## config.mk

```make
export PLATFORM = sky130hd
export DESIGN_NAME = radio_frame_deframer
export DESIGN_NICKNAME = d
export VERILOG_FILES = /design/src/rfd_pkg.sv /design/src/radio_frame_deframer.sv /design/src/rfd_queue.sv /design/src/rfd_front.sv /design/src/rfd_back.sv
export VERILOG_INCLUDE_DIRS = /design/src /design/src/src
export SDC_FILE = /design/constraint.sdc
export NUM_CORES = 1
export LEC_CHECK = 0
export BUFFER_PORTS_ARGS = -buffer_cell sky130_fd_sc_hd__buf_2
export CAP_MARGIN = 20
export CORE_MARGIN = 2
export CORE_UTILIZATION = 40
export CTS_CLUSTER_DIAMETER = 120
export DETAILED_ROUTE_END_ITERATION = 8
export GPL_ROUTABILITY_DRIVEN = 0
export GPL_TIMING_DRIVEN = 1
export HOLD_SLACK_MARGIN = 0.06
export PLACE_DENSITY = 0.68
export SETUP_SLACK_MARGIN = 0.02
export SKIP_CTS_REPAIR_TIMING = 1
export SYNTH_ARGS = -nofsm -noshare
export SYNTH_HDL_FRONTEND = slang
export SYNTH_HIERARCHICAL = 1
export SYNTH_SLANG_ARGS = --single-unit
```

## constraint.sdc

```tcl
create_clock -name i_clk -period 4.8 [get_ports i_clk]
set_clock_uncertainty 0.2 [all_clocks]
set_input_delay 0.24 -clock i_clk [delete_from_list [all_inputs] [get_ports i_clk]]
set_output_delay 0.24 -clock i_clk [all_outputs]
set_load 0.01 [all_outputs]
```

## src/radio_frame_deframer_macros.svh

```systemverilog
// Assertion macros for the radio frame deframer modules; only rfd_queue uses them.
`ifndef RADIO_FRAME_DEFRAMER_MACROS_SVH
`define RADIO_FRAME_DEFRAMER_MACROS_SVH

// The condition holds at every clock edge outside reset.
`define RFD_ASSERT_ALWAYS(label, clk, rst_n, cond, msg) \
    label: assert property (@(posedge clk) disable iff (!rst_n) (cond)) \
        else $error(msg);

// The consequent holds in the same cycle as the antecedent.
`define RFD_ASSERT_IMPLIES(label, clk, rst_n, ante, cons, msg) \
    label: assert property (@(posedge clk) disable iff (!rst_n) (ante) |-> (cons)) \
        else $error(msg);

// The consequent holds in the cycle after the antecedent.
`define RFD_ASSERT_NEXT(label, clk, rst_n, ante, cons, msg) \
    label: assert property (@(posedge clk) disable iff (!rst_n) (ante) |=> (cons)) \
        else $error(msg);

`endif

```

## src/rfd_pkg.sv

```systemverilog
// Types and constants shared by the radio frame deframer modules.
package rfd_pkg;

    typedef enum logic [2:0] {
        KIND_PAYLOAD    = 3'd0,
        KIND_FRAME_GOOD = 3'd1,
        KIND_FRAME_BAD  = 3'd2,
        KIND_SHORT      = 3'd3,
        KIND_HDR_REJECT = 3'd4
    } t_kind;

    typedef struct packed {
        t_kind              kind;
        logic [7:0]         data_byte;
        logic [28:0]        message_id;
        logic               burst;
        logic signed [7:0]  rssi;
        logic [6:0]         link_quality;
        logic [6:0]         payload_length;
    } t_result;

    typedef struct packed {
        logic    valid;
        t_result res;
    } t_push;

    typedef struct packed {
        logic full;
        logic empty;
    } t_q_status;

    localparam int Q_DEPTH   = 4;
    localparam int Q_PTR_W   = 2;
    localparam int Q_CNT_W   = 3;

    localparam logic [7:0] HDR_OVERHEAD = 8'd5;
    localparam logic [7:0] ID_LAST_IDX  = 8'd3;
    localparam int         CRC_OK_BIT   = 7;
    localparam int         BURST_BIT    = 31;

    localparam int IN_TDATA_W  = 8;
    localparam int OUT_TDATA_W = 64;
    localparam int OUT_BITS    = 60;
    localparam int OUT_TUSER_W = 3;

endpackage

```

## src/radio_frame_deframer.sv

```systemverilog
// Top level of the radio frame deframer.
//
// The slave stream takes one received radio byte per word in s_axis_tdata, with
// s_axis_tlast set on the last byte of each receive burst. The master stream
// gives one result word per payload byte, per finished frame, per short length
// and per rejected header; the result kind travels in m_axis_tuser.
// The own address is written through the cfg channel; the user must do so only
// while the block is idle, which the block itself does not enforce. A byte that
// yields a result passes through the queue and the output register before it
// shows on the master side. One byte is accepted every cycle while the queue is
// not full: the header parser updates its state once per byte, and a four-entry
// result queue plus the output register decouple it from the receiver.
// When the receiver stalls, results collect in the queue; once it is full,
// s_axis_tready drops until the receiver takes a word.
// Reset clears the parser state, the own address and the queue, and the
// parser then expects a length byte.
module radio_frame_deframer #(
    parameter int MAX_LENGTH = 128
) (
    input  logic        i_clk,
    input  logic        i_rst_n,
    input  logic        i_cfg_valid,
    output logic        o_cfg_ready,
    input  logic [7:0]  i_cfg_data,
    input  logic        i_s_axis_tvalid,
    output logic        o_s_axis_tready,
    // Fields from bit 0: rx_byte[7:0].
    input  logic [rfd_pkg::IN_TDATA_W-1:0]  i_s_axis_tdata,
    input  logic        i_s_axis_tlast,
    output logic        o_m_axis_tvalid,
    input  logic        i_m_axis_tready,
    // Fields from bit 0: data_byte[7:0], message_id[36:8], burst[37],
    // rssi[45:38], link_quality[52:46], payload_length[59:53], zeros above.
    output logic [rfd_pkg::OUT_TDATA_W-1:0] o_m_axis_tdata,
    // Fields from bit 0: kind[2:0].
    output logic [rfd_pkg::OUT_TUSER_W-1:0] o_m_axis_tuser
);
    import rfd_pkg::*;

    t_push     push;
    t_q_status q_status;
    t_result   head;
    logic      pop;

    assign o_cfg_ready = 1'b1;

    rfd_front #(
        .MAX_LENGTH (MAX_LENGTH)
    ) u_front (
        .i_clk       (i_clk),
        .i_rst_n     (i_rst_n),
        .i_cfg_valid (i_cfg_valid),
        .i_cfg_data  (i_cfg_data),
        .i_valid     (i_s_axis_tvalid),
        .i_byte      (i_s_axis_tdata[7:0]),
        .i_last      (i_s_axis_tlast),
        .i_q_status  (q_status),
        .o_ready     (o_s_axis_tready),
        .o_push      (push)
    );

    rfd_queue u_queue (
        .i_clk    (i_clk),
        .i_rst_n  (i_rst_n),
        .i_push   (push),
        .i_pop    (pop),
        .o_status (q_status),
        .o_head   (head)
    );

    rfd_back u_back (
        .i_clk      (i_clk),
        .i_rst_n    (i_rst_n),
        .i_q_status (q_status),
        .i_head     (head),
        .o_pop      (pop),
        .o_tvalid   (o_m_axis_tvalid),
        .i_tready   (i_m_axis_tready),
        .o_tdata    (o_m_axis_tdata),
        .o_tuser    (o_m_axis_tuser)
    );

endmodule

```

## src/rfd_queue.sv

```systemverilog
// Short result queue between the header parser and the output stage.
`include "radio_frame_deframer_macros.svh"

module rfd_queue (
    input  logic            i_clk,
    input  logic            i_rst_n,
    input  rfd_pkg::t_push  i_push,
    input  logic            i_pop,
    output rfd_pkg::t_q_status o_status,
    output rfd_pkg::t_result   o_head
);
    import rfd_pkg::*;

    t_result               r_mem [Q_DEPTH];
    logic [Q_PTR_W-1:0]    r_wr_ptr;
    logic [Q_PTR_W-1:0]    r_rd_ptr;
    logic [Q_CNT_W-1:0]    r_count;
    logic [Q_CNT_W-1:0]    n_count;

    always_comb begin
        n_count = r_count;
        if (i_push.valid && !i_pop) begin
            n_count = r_count + 1'b1;
        end else if (!i_push.valid && i_pop) begin
            n_count = r_count - 1'b1;
        end
    end

    always_ff @(posedge i_clk) begin
        if (!i_rst_n) begin
            r_wr_ptr <= '0;
            r_rd_ptr <= '0;
            r_count  <= '0;
        end else begin
            if (i_push.valid) begin
                r_wr_ptr <= r_wr_ptr + 1'b1;
            end
            if (i_pop) begin
                r_rd_ptr <= r_rd_ptr + 1'b1;
            end
            r_count <= n_count;
        end
    end

    always_ff @(posedge i_clk) begin
        if (i_push.valid) begin
            r_mem[r_wr_ptr] <= i_push.res;
        end
    end

    assign o_head         = r_mem[r_rd_ptr];
    assign o_status.full  = (r_count == Q_CNT_W'(Q_DEPTH));
    assign o_status.empty = (r_count == '0);

    `RFD_ASSERT_ALWAYS(a_count_range, i_clk, i_rst_n, r_count <= Q_CNT_W'(Q_DEPTH), "queue count overflow")
    `RFD_ASSERT_IMPLIES(a_no_push_full, i_clk, i_rst_n, o_status.full, !i_push.valid, "push into full queue")
    `RFD_ASSERT_IMPLIES(a_no_pop_empty, i_clk, i_rst_n, o_status.empty, !i_pop, "pop from empty queue")
    `RFD_ASSERT_NEXT(a_count_up, i_clk, i_rst_n, i_push.valid && !i_pop, r_count == $past(r_count) + 1'b1, "queue count did not grow")

endmodule

```

## src/rfd_front.sv

```systemverilog
// Front end: accepts received bytes, tracks the frame layout and produces results.
module rfd_front #(
    parameter int MAX_LENGTH = 128
) (
    input  logic               i_clk,
    input  logic               i_rst_n,
    input  logic               i_cfg_valid,
    input  logic [7:0]         i_cfg_data,
    input  logic               i_valid,
    input  logic [7:0]         i_byte,
    input  logic               i_last,
    input  rfd_pkg::t_q_status i_q_status,
    output logic               o_ready,
    output rfd_pkg::t_push     o_push
);
    import rfd_pkg::*;

    typedef enum logic [6:0] {
        ST_LEN     = 7'b0000001,
        ST_ADDR    = 7'b0000010,
        ST_DISCARD = 7'b0000100,
        ST_ID      = 7'b0001000,
        ST_PAY     = 7'b0010000,
        ST_ST1     = 7'b0100000,
        ST_ST2     = 7'b1000000
    } t_state;

    t_state      r_state, n_state;
    logic [7:0]  r_own_addr;
    logic [7:0]  r_len, n_len;
    logic [7:0]  r_cnt, n_cnt;
    logic [31:0] r_id, n_id;
    logic [7:0]  r_st1, n_st1;

    logic        accept;
    logic        len_too_long;
    logic        addr_bad;
    logic [7:0]  pay_len;
    logic [7:0]  cnt_inc;

    assign o_ready      = !i_q_status.full;
    assign accept       = i_valid && o_ready;
    assign len_too_long = {1'b0, r_len} >= 9'(MAX_LENGTH);
    assign addr_bad     = (i_byte != 8'd0) && (i_byte != r_own_addr);
    assign pay_len      = r_len - HDR_OVERHEAD;
    assign cnt_inc      = r_cnt + 8'd1;

    always_comb begin
        n_state = r_state;
        n_len   = r_len;
        n_cnt   = r_cnt;
        n_id    = r_id;
        n_st1   = r_st1;
        o_push  = '0;
        if (accept) begin
            unique case (r_state)
                ST_LEN: begin
                    n_len   = i_byte;
                    n_state = ST_ADDR;
                end
                ST_ADDR: begin
                    if (len_too_long || addr_bad) begin
                        o_push.valid    = 1'b1;
                        o_push.res.kind = KIND_HDR_REJECT;
                        n_state         = i_last ? ST_LEN : ST_DISCARD;
                    end else if (r_len == 8'd0) begin
                        n_state = ST_LEN;
                    end else if (r_len < HDR_OVERHEAD) begin
                        o_push.valid    = 1'b1;
                        o_push.res.kind = KIND_SHORT;
                        n_state         = ST_LEN;
                    end else begin
                        n_cnt   = '0;
                        n_id    = '0;
                        n_state = ST_ID;
                    end
                end
                ST_DISCARD: begin
                    if (i_last) begin
                        n_state = ST_LEN;
                    end
                end
                ST_ID: begin
                    n_id  = {i_byte, r_id[31:8]};
                    n_cnt = cnt_inc;
                    if (r_cnt == ID_LAST_IDX) begin
                        n_cnt   = '0;
                        n_state = (r_len == HDR_OVERHEAD) ? ST_ST1 : ST_PAY;
                    end
                end
                ST_PAY: begin
                    n_cnt                = cnt_inc;
                    o_push.valid         = 1'b1;
                    o_push.res.kind      = KIND_PAYLOAD;
                    o_push.res.data_byte = i_byte;
                    if (cnt_inc >= pay_len) begin
                        n_state = ST_ST1;
                    end
                end
                ST_ST1: begin
                    n_st1   = i_byte;
                    n_state = ST_ST2;
                end
                ST_ST2: begin
                    o_push.valid              = 1'b1;
                    o_push.res.kind           = i_byte[CRC_OK_BIT] ? KIND_FRAME_GOOD
                                                                   : KIND_FRAME_BAD;
                    o_push.res.message_id     = r_id[28:0];
                    o_push.res.burst          = r_id[BURST_BIT];
                    o_push.res.rssi           = r_st1;
                    o_push.res.link_quality   = i_byte[6:0];
                    o_push.res.payload_length = pay_len[6:0];
                    n_state                   = ST_LEN;
                end
                default: begin
                    n_state = ST_LEN;
                end
            endcase
        end
    end

    always_ff @(posedge i_clk) begin
        if (!i_rst_n) begin
            r_state    <= ST_LEN;
            r_own_addr <= '0;
        end else begin
            r_state <= n_state;
            if (i_cfg_valid) begin
                r_own_addr <= i_cfg_data;
            end
        end
    end

    always_ff @(posedge i_clk) begin
        r_len <= n_len;
        r_cnt <= n_cnt;
        r_id  <= n_id;
        r_st1 <= n_st1;
    end

endmodule

```

## src/rfd_back.sv

```systemverilog
// Back end: takes results from the queue and holds them in the output register.
module rfd_back (
    input  logic               i_clk,
    input  logic               i_rst_n,
    input  rfd_pkg::t_q_status i_q_status,
    input  rfd_pkg::t_result   i_head,
    output logic               o_pop,
    output logic               o_tvalid,
    input  logic               i_tready,
    output logic [rfd_pkg::OUT_TDATA_W-1:0] o_tdata,
    output logic [rfd_pkg::OUT_TUSER_W-1:0] o_tuser
);
    import rfd_pkg::*;

    logic    r_valid;
    t_result r_res;

    assign o_pop = !i_q_status.empty && (!r_valid || i_tready);

    always_ff @(posedge i_clk) begin
        if (!i_rst_n) begin
            r_valid <= 1'b0;
        end else if (o_pop) begin
            r_valid <= 1'b1;
        end else if (i_tready) begin
            r_valid <= 1'b0;
        end
    end

    always_ff @(posedge i_clk) begin
        if (o_pop) begin
            r_res <= i_head;
        end
    end

    assign o_tvalid = r_valid;
    assign o_tuser  = r_res.kind;
    assign o_tdata  = {(OUT_TDATA_W - OUT_BITS)'(0), r_res.payload_length,
                       r_res.link_quality, r_res.rssi, r_res.burst,
                       r_res.message_id, r_res.data_byte};

endmodule

```

# After elaboration in Yosys (flattened, before gate mapping)
# Memories as Yosys holds them, arrays and structs flattened. A register that Yosys moved wholly into a read port is not among the register bits.
# Cells that the tools add are included.
[classes]
addsub = 6
n_lt_le_gt_ge = 3
n_eq_ne = 17
muxes = 32
n_reduce_logical = 24
[ops]
columns = ["operator", "count"]
rows = [
  ["2-to-1 mux 32 bit", 3],
  ["2-to-1 mux 64 bit", 1],
  ["one-hot mux 32 bit (2 select lines)", 1],
  ["2-to-1 mux 52 bit", 1],
  ["one-hot mux 7 bit (6 select lines)", 1],
  ["2-to-1 mux 8 bit", 5],
  ["2-to-1 mux 7 bit", 4],
  ["one-hot mux 8 bit (3 select lines)", 1],
  ["2-to-1 mux 4 bit", 5],
  ["one-hot mux 4 bit (3 select lines)", 1],
  ["AND reduction 5 bit", 2],
  ["2-to-1 mux 3 bit", 3],
  ["adder 8 x 1 -> 8 bit, second input constant", 1],
  ["== test 8 x 2 -> 1 bit, second input constant", 1],
  ["== test 8 x 3 -> 1 bit, second input constant", 1],
  ["greater-or-equal comparator 8 bit", 1],
  ["greater-or-equal comparator 8 bit, second input constant", 1],
  ["logical NOT 8 bit", 1],
  ["less-than comparator 8 x 3 -> 1 bit, second input constant", 1],
  ["inequality test 2 bit, second input constant", 4],
  ["inequality test 8 bit", 1],
  ["nonzero test 8 bit", 1],
  ["subtractor 8 x 3 -> 8 bit, second input constant", 1],
  ["== test 7 x 1 -> 1 bit, second input constant", 1],
  ["22 further kinds", 39],
]
[word_totals]
regBits = 79
mem_bits_rw = 252
inputBits = 22
memories = 1
[memory_table]
columns = ["memory", "depth", "word_bits", "read_ports", "rd_ports_with_merged_regs", "write_ports", "line", "rtl"]
rows = [
  ["u_queue.r_mem", 4, 63, 1, 1, 1, "rfd_queue.sv:14", "t_result r_mem [Q_DEPTH];"],
]

# Longest topological paths before layout
[logic_depth]
ltp_word = 10
mapped_depth = 12

# Cells and area by module
# Netlist, hierarchy kept.
[by_module_without_submodules]
columns = ["mod", "n_inst", "cells_each", "area_each_um2"]
rows = [
  ["rfd_queue", 1, 372, 9608.0],
  ["rfd_front", 1, 364, 3896.2],
  ["rfd_back", 1, 72, 1969.4],
  ["radio_frame_deframer", 1, 2, 11.3],
]

# Worst setup path after synthesis
# No wires, ideal clock.
[synth_path]
path_kind = "register to register"
startpoint = "register u_queue.r_count[0]"
endpoint = "register u_queue.r_count[2]"
t_arrival_ns = 4.630
required_time_ns = 4.524
setup_slack_ns = -0.106
path_stages_with_launch = 10
path_buffers = 0
period_less_slack_ns = 4.906
path_cell_list = "dfxtp_1 nor3_1 nor2b_1 inv_1 ha_1 inv_1 fa_1 xor2_1 or3_1 a21boi_0"
[synth_rtl]
columns = ["element", "line", "rtl"]
rows = [
  ["start: declaration", "rfd_queue.sv:17", "logic [Q_CNT_W-1:0] r_count;"],
  ["start signal: assignment", "rfd_queue.sv:41", "r_count <= n_count;"],
]

==> key figures <==
Routing
  – Remaining antenna violation count: 0
  – Drt total wl: around 29000 um
  – Post-route DRC violation count: 0
  – Vias after detailed routing: around 7500
  – Iteration-0 DRC Markers: between 500 and 600
  – First-pass DRT Iterations: 6
  – Via density: 5.012
  – Routed length per instance: 19.14 um

Global routing
  – Largest net degree at the start of global routing: between 60 and 70
  – Number of antenna violations at the first check in global routing: 0
  – Global Route Usage Sum: 0.1425
  – Via count of the first global-routing pass: between 7000 and 8000
  – Total congestion overflow: 0
  – Wire length of the first global-routing pass: between 40000 and 50000 um

Pwr
  – Peak ir drop on the vdd network: around 0.00086 V
  – Pwr per Cell Area: a little under 500 mW/mm^2
  – Static Leakage: approximately 6.5 nW
  – Total chip power: approximately 0.009 W

Placement
  – Count of buffers inserted at the top-level ports: 86
  – Sum of net half-perimeters after detailed placement: between 15000 and 20000 um
  – Cell Area, Placed: about 0.016 mm^2

Floorplanning
  – Std-Cell Core Area: around 0.038 mm^2
  – Total Die Area: about 0.040 mm^2
  – Cell Rows: 72
  – I/O pin count: around 90
  – Die Y-Extent: about 200 um
  – Initial core utilization: 0.4026
  – Die outline width: between 200 and 250 um

Run status
  – Outcome: completed

STA
  – Worst slew margin relative to its limit: 0.3523
  – Post-route clock period utilization: 0.7837
  – Endpoints failing hold: 0
  – Achievable clock frequency: 0.2658 GHz
  – Worst-Margin Slew: 0.9716 ns
  – Tmin final: approximately 3.8 ns
  – Setup repair after global routing missed its margin: false
  – Final max-slew violation count: 0
  – Final setup violating endpoints: 0
  – Fin Setup TNS: 0 ns

Synthesis
  – Number of library cell types mapped by synthesis: 62
  – YS warnings: 6
  – EDFF count, synth: approximately 370
  – Per-instance average area after synthesis: between 15 and 20 um^2
  – Library cell with the largest summed area after synthesis: edfxtp_1
  – Fraction of the yosys area taken by sequential cells: 0.7518
  – Most instantiated flip-flop cell in the synthesis netlist: edfxtp_1
  – Proportion of register bits with asynchronous set or reset after synthesis: 0
  – List of most frequent post-synthesis cells: 371 x edfxtp_1, 88 x and2_1, 60 x mux4_2, 31 x nor2_1, 25 x dfxtp_1
  – Largest cells by area after synthesis: edfxtp_1 72%, mux4_2 8.7%, and2_1 3.6%
  – Area fraction of the dominant cell type after synthesis: 0.7195
  – Number of cells produced by synthesis: ~800
  – Flip-flop and latch count after synthesis: between 300 and 400
  – Most used standard cell by instance count after synthesis: edfxtp_1
  – Mapped Area: between 0.015 and 0.02 mm^2

Setup path
  – Critical Path AT: roughly 4.0 ns
  – WS Path Type: reg -> reg
  – Kind of cell adding the most delay to the critical path: simple AND/OR/NAND/NOR gates
  – Data required, critical path: around 5.1 ns
  – Cells along the critical path: or4_4 > nor4b_4 > o31ai_1 > a21oi_1 > ha_1 > inv_1 > fa_1 > xor2_1 > or3_1 > a21boi_0
  – Worst path max stage delay: between 0.6 and 0.7 ns
  – Worst path buffer plus inverter count: 1
  – Slowest cell on the critical path: or4_4
  – CP max FO: 12
  – Kind of start point of the critical path: flop
  – Kind of end point of the critical path: flop

Final layout
  – Net count, final: 986
  – Layout overhead on the synthesized area: 16.81%
  – Filler cell count in the final layout: 3247
  – Fraction of final layout cells with drive strength greater than 1: 0.2429
  – Final Cell Area: approximately 0.018 mm^2
  – Count of antenna diodes in the layout: 0

Clocking
  – Cts bufs inserted: between 40 and 50
  – Root buffer cell: clkbuf_16
  – # clock sinks: just under 400
  – Clock tree from TritonCTS: yes
  – Clock-pin slew of the registers on the worst-case setup and hold paths: ~0.060 ns
  – Worst skew pair latency: approximately 0.54 ns
  – Number of levels in the clock H-tree: 2
  – Maximum buffer depth of the clock tree: 3

Flow run
  – MaxCap Viol Count: 0

Min path
  – Hold crit path type: in -> reg
-- cell usage in the layout (no fill, tap or decap), types with 10 or more instances in the layout --
cell             n
xnor2_1         16
edfxtp_1       371
nand2_1         14
and2_1          84
mux4_2          60
clkbuf_16       42
nor2b_1         10
o21ai_0         11
nor2_1          31
ha_1            16
dlygate4sd3_1   28
xor2_1          11
clkinv_1        12
mux2i_1         10
dfxtp_1         23
buf_2           87
and3_1          11
-- power by group --
| part | internal [W] | total, W | switching, W |
|---|---|---|---|
| sequential | 0.00419 | 0.00436 | 0.000161 |
| combinational | 0.000558 | 0.00135 | 0.000794 |
| clock | 0.00177 | 0.00306 | 0.00129 |
| total | 0.00653 | 0.00877 | 0.00224 |
-- worst register-to-register path, stage by stage, from the launching register on --
cell and delay, ns:
dfxtp_1 0.41, or4_4 0.61, nor4b_4 0.38, o31ai_1 0.16, a21oi_1 0.54, ha_1 0.30, inv_1 0.06, fa_1 0.37
xor2_1 0.18, or3_1 0.31, a21boi_0 0.16
-- final timing paths --
kind | cells past startpoint | end | slack (ns) | start
max | 10 | u_queue/r_count[2] | 1.04 | u_front/r_state[4]
min | 3 | u_front/r_len[7] | 0.17 | i_s_axis_tvalid
min reg2reg | 2 | u_queue/r_count[2] | 0.32 | u_queue/r_count[2]
max reg2reg | 10 | u_queue/r_count[2] | 1.04 | u_front/r_state[4]
-- kinds of logic (layout without fill, tap and decap cells) --
| family | Yosys count | after routing | share of synthesized area |
|---|---|---|---|
| and+or+nand+nor | 206 | 206 | 0.08040 |
| DFF | 396 | 396 | 0.7518 |
| AOI/OAI and AO/OA | 42 | 42 | 0.01802 |
| muxes | 73 | 73 | 0.09882 |
| other | 2 | 5 | 0.0004850 |
| adders and majority gates | 17 | 17 | 0.01422 |
| xor gates and xnor gates | 27 | 27 | 0.01527 |
| buffers and inverters | 47 | 214 | 0.02101 |
-- metrics by stage --
| stage | instances | setup slack [ns] | hold slack (ns) | utilization |
|---|---|---|---|---|
| floorplan | 813 | 0.8249 | 0.1389 | - |
| global placement | 1392 | 1.086 | 0.2822 | 0.4286 |
| detailed placement | 1393 | 1.060 | 0.2927 | 0.4287 |
| CTS | 1470 | 1.034 | -0.2647 | 0.4630 |
| global route | 1498 | 0.7852 | 0.1742 | 0.4702 |
| finish | 1498 | 1.038 | 0.1712 | 0.4702 |
-- state kept, by name, summed over array words and instances, names as in the netlist, named ones only --
register            cells
u_front/r_len           8
u_queue/r_rd_ptr        2
u_back/o_tdata         60
u_back/o_tuser          3
u_queue/r_mem         252
u_back/o_tvalid         1
u_queue/r_wr_ptr        2
u_front/r_st1           8
u_front/r_own_addr      8
u_front/r_state         7
u_front/r_cnt           8
u_front/r_id           32
u_queue/r_count         3
-- routing by layer --
metal	GRT usage	vias up	wire length [um]
li1	-	3446	-
met1	0.1932	3838	12520
met2	0.2387	184	14330
met3	0.02581	40	1338
met4	0.03783	0	491
met5	0	-	0
-- final cells by class --
type                    instances  area, um^2  share of cell area
inverters                       9       33.78            0.001868
clock inverters                31       250.2             0.01383
repair buffers                128       888.4             0.04911
well taps                     518       648.1             0.03583
multi-input cells             370        3556              0.1966
flip-flops and latches        396       11650              0.6438
clock buffers                  46        1066             0.05893
No activity file was read; power rests on OpenSTA's default activity.
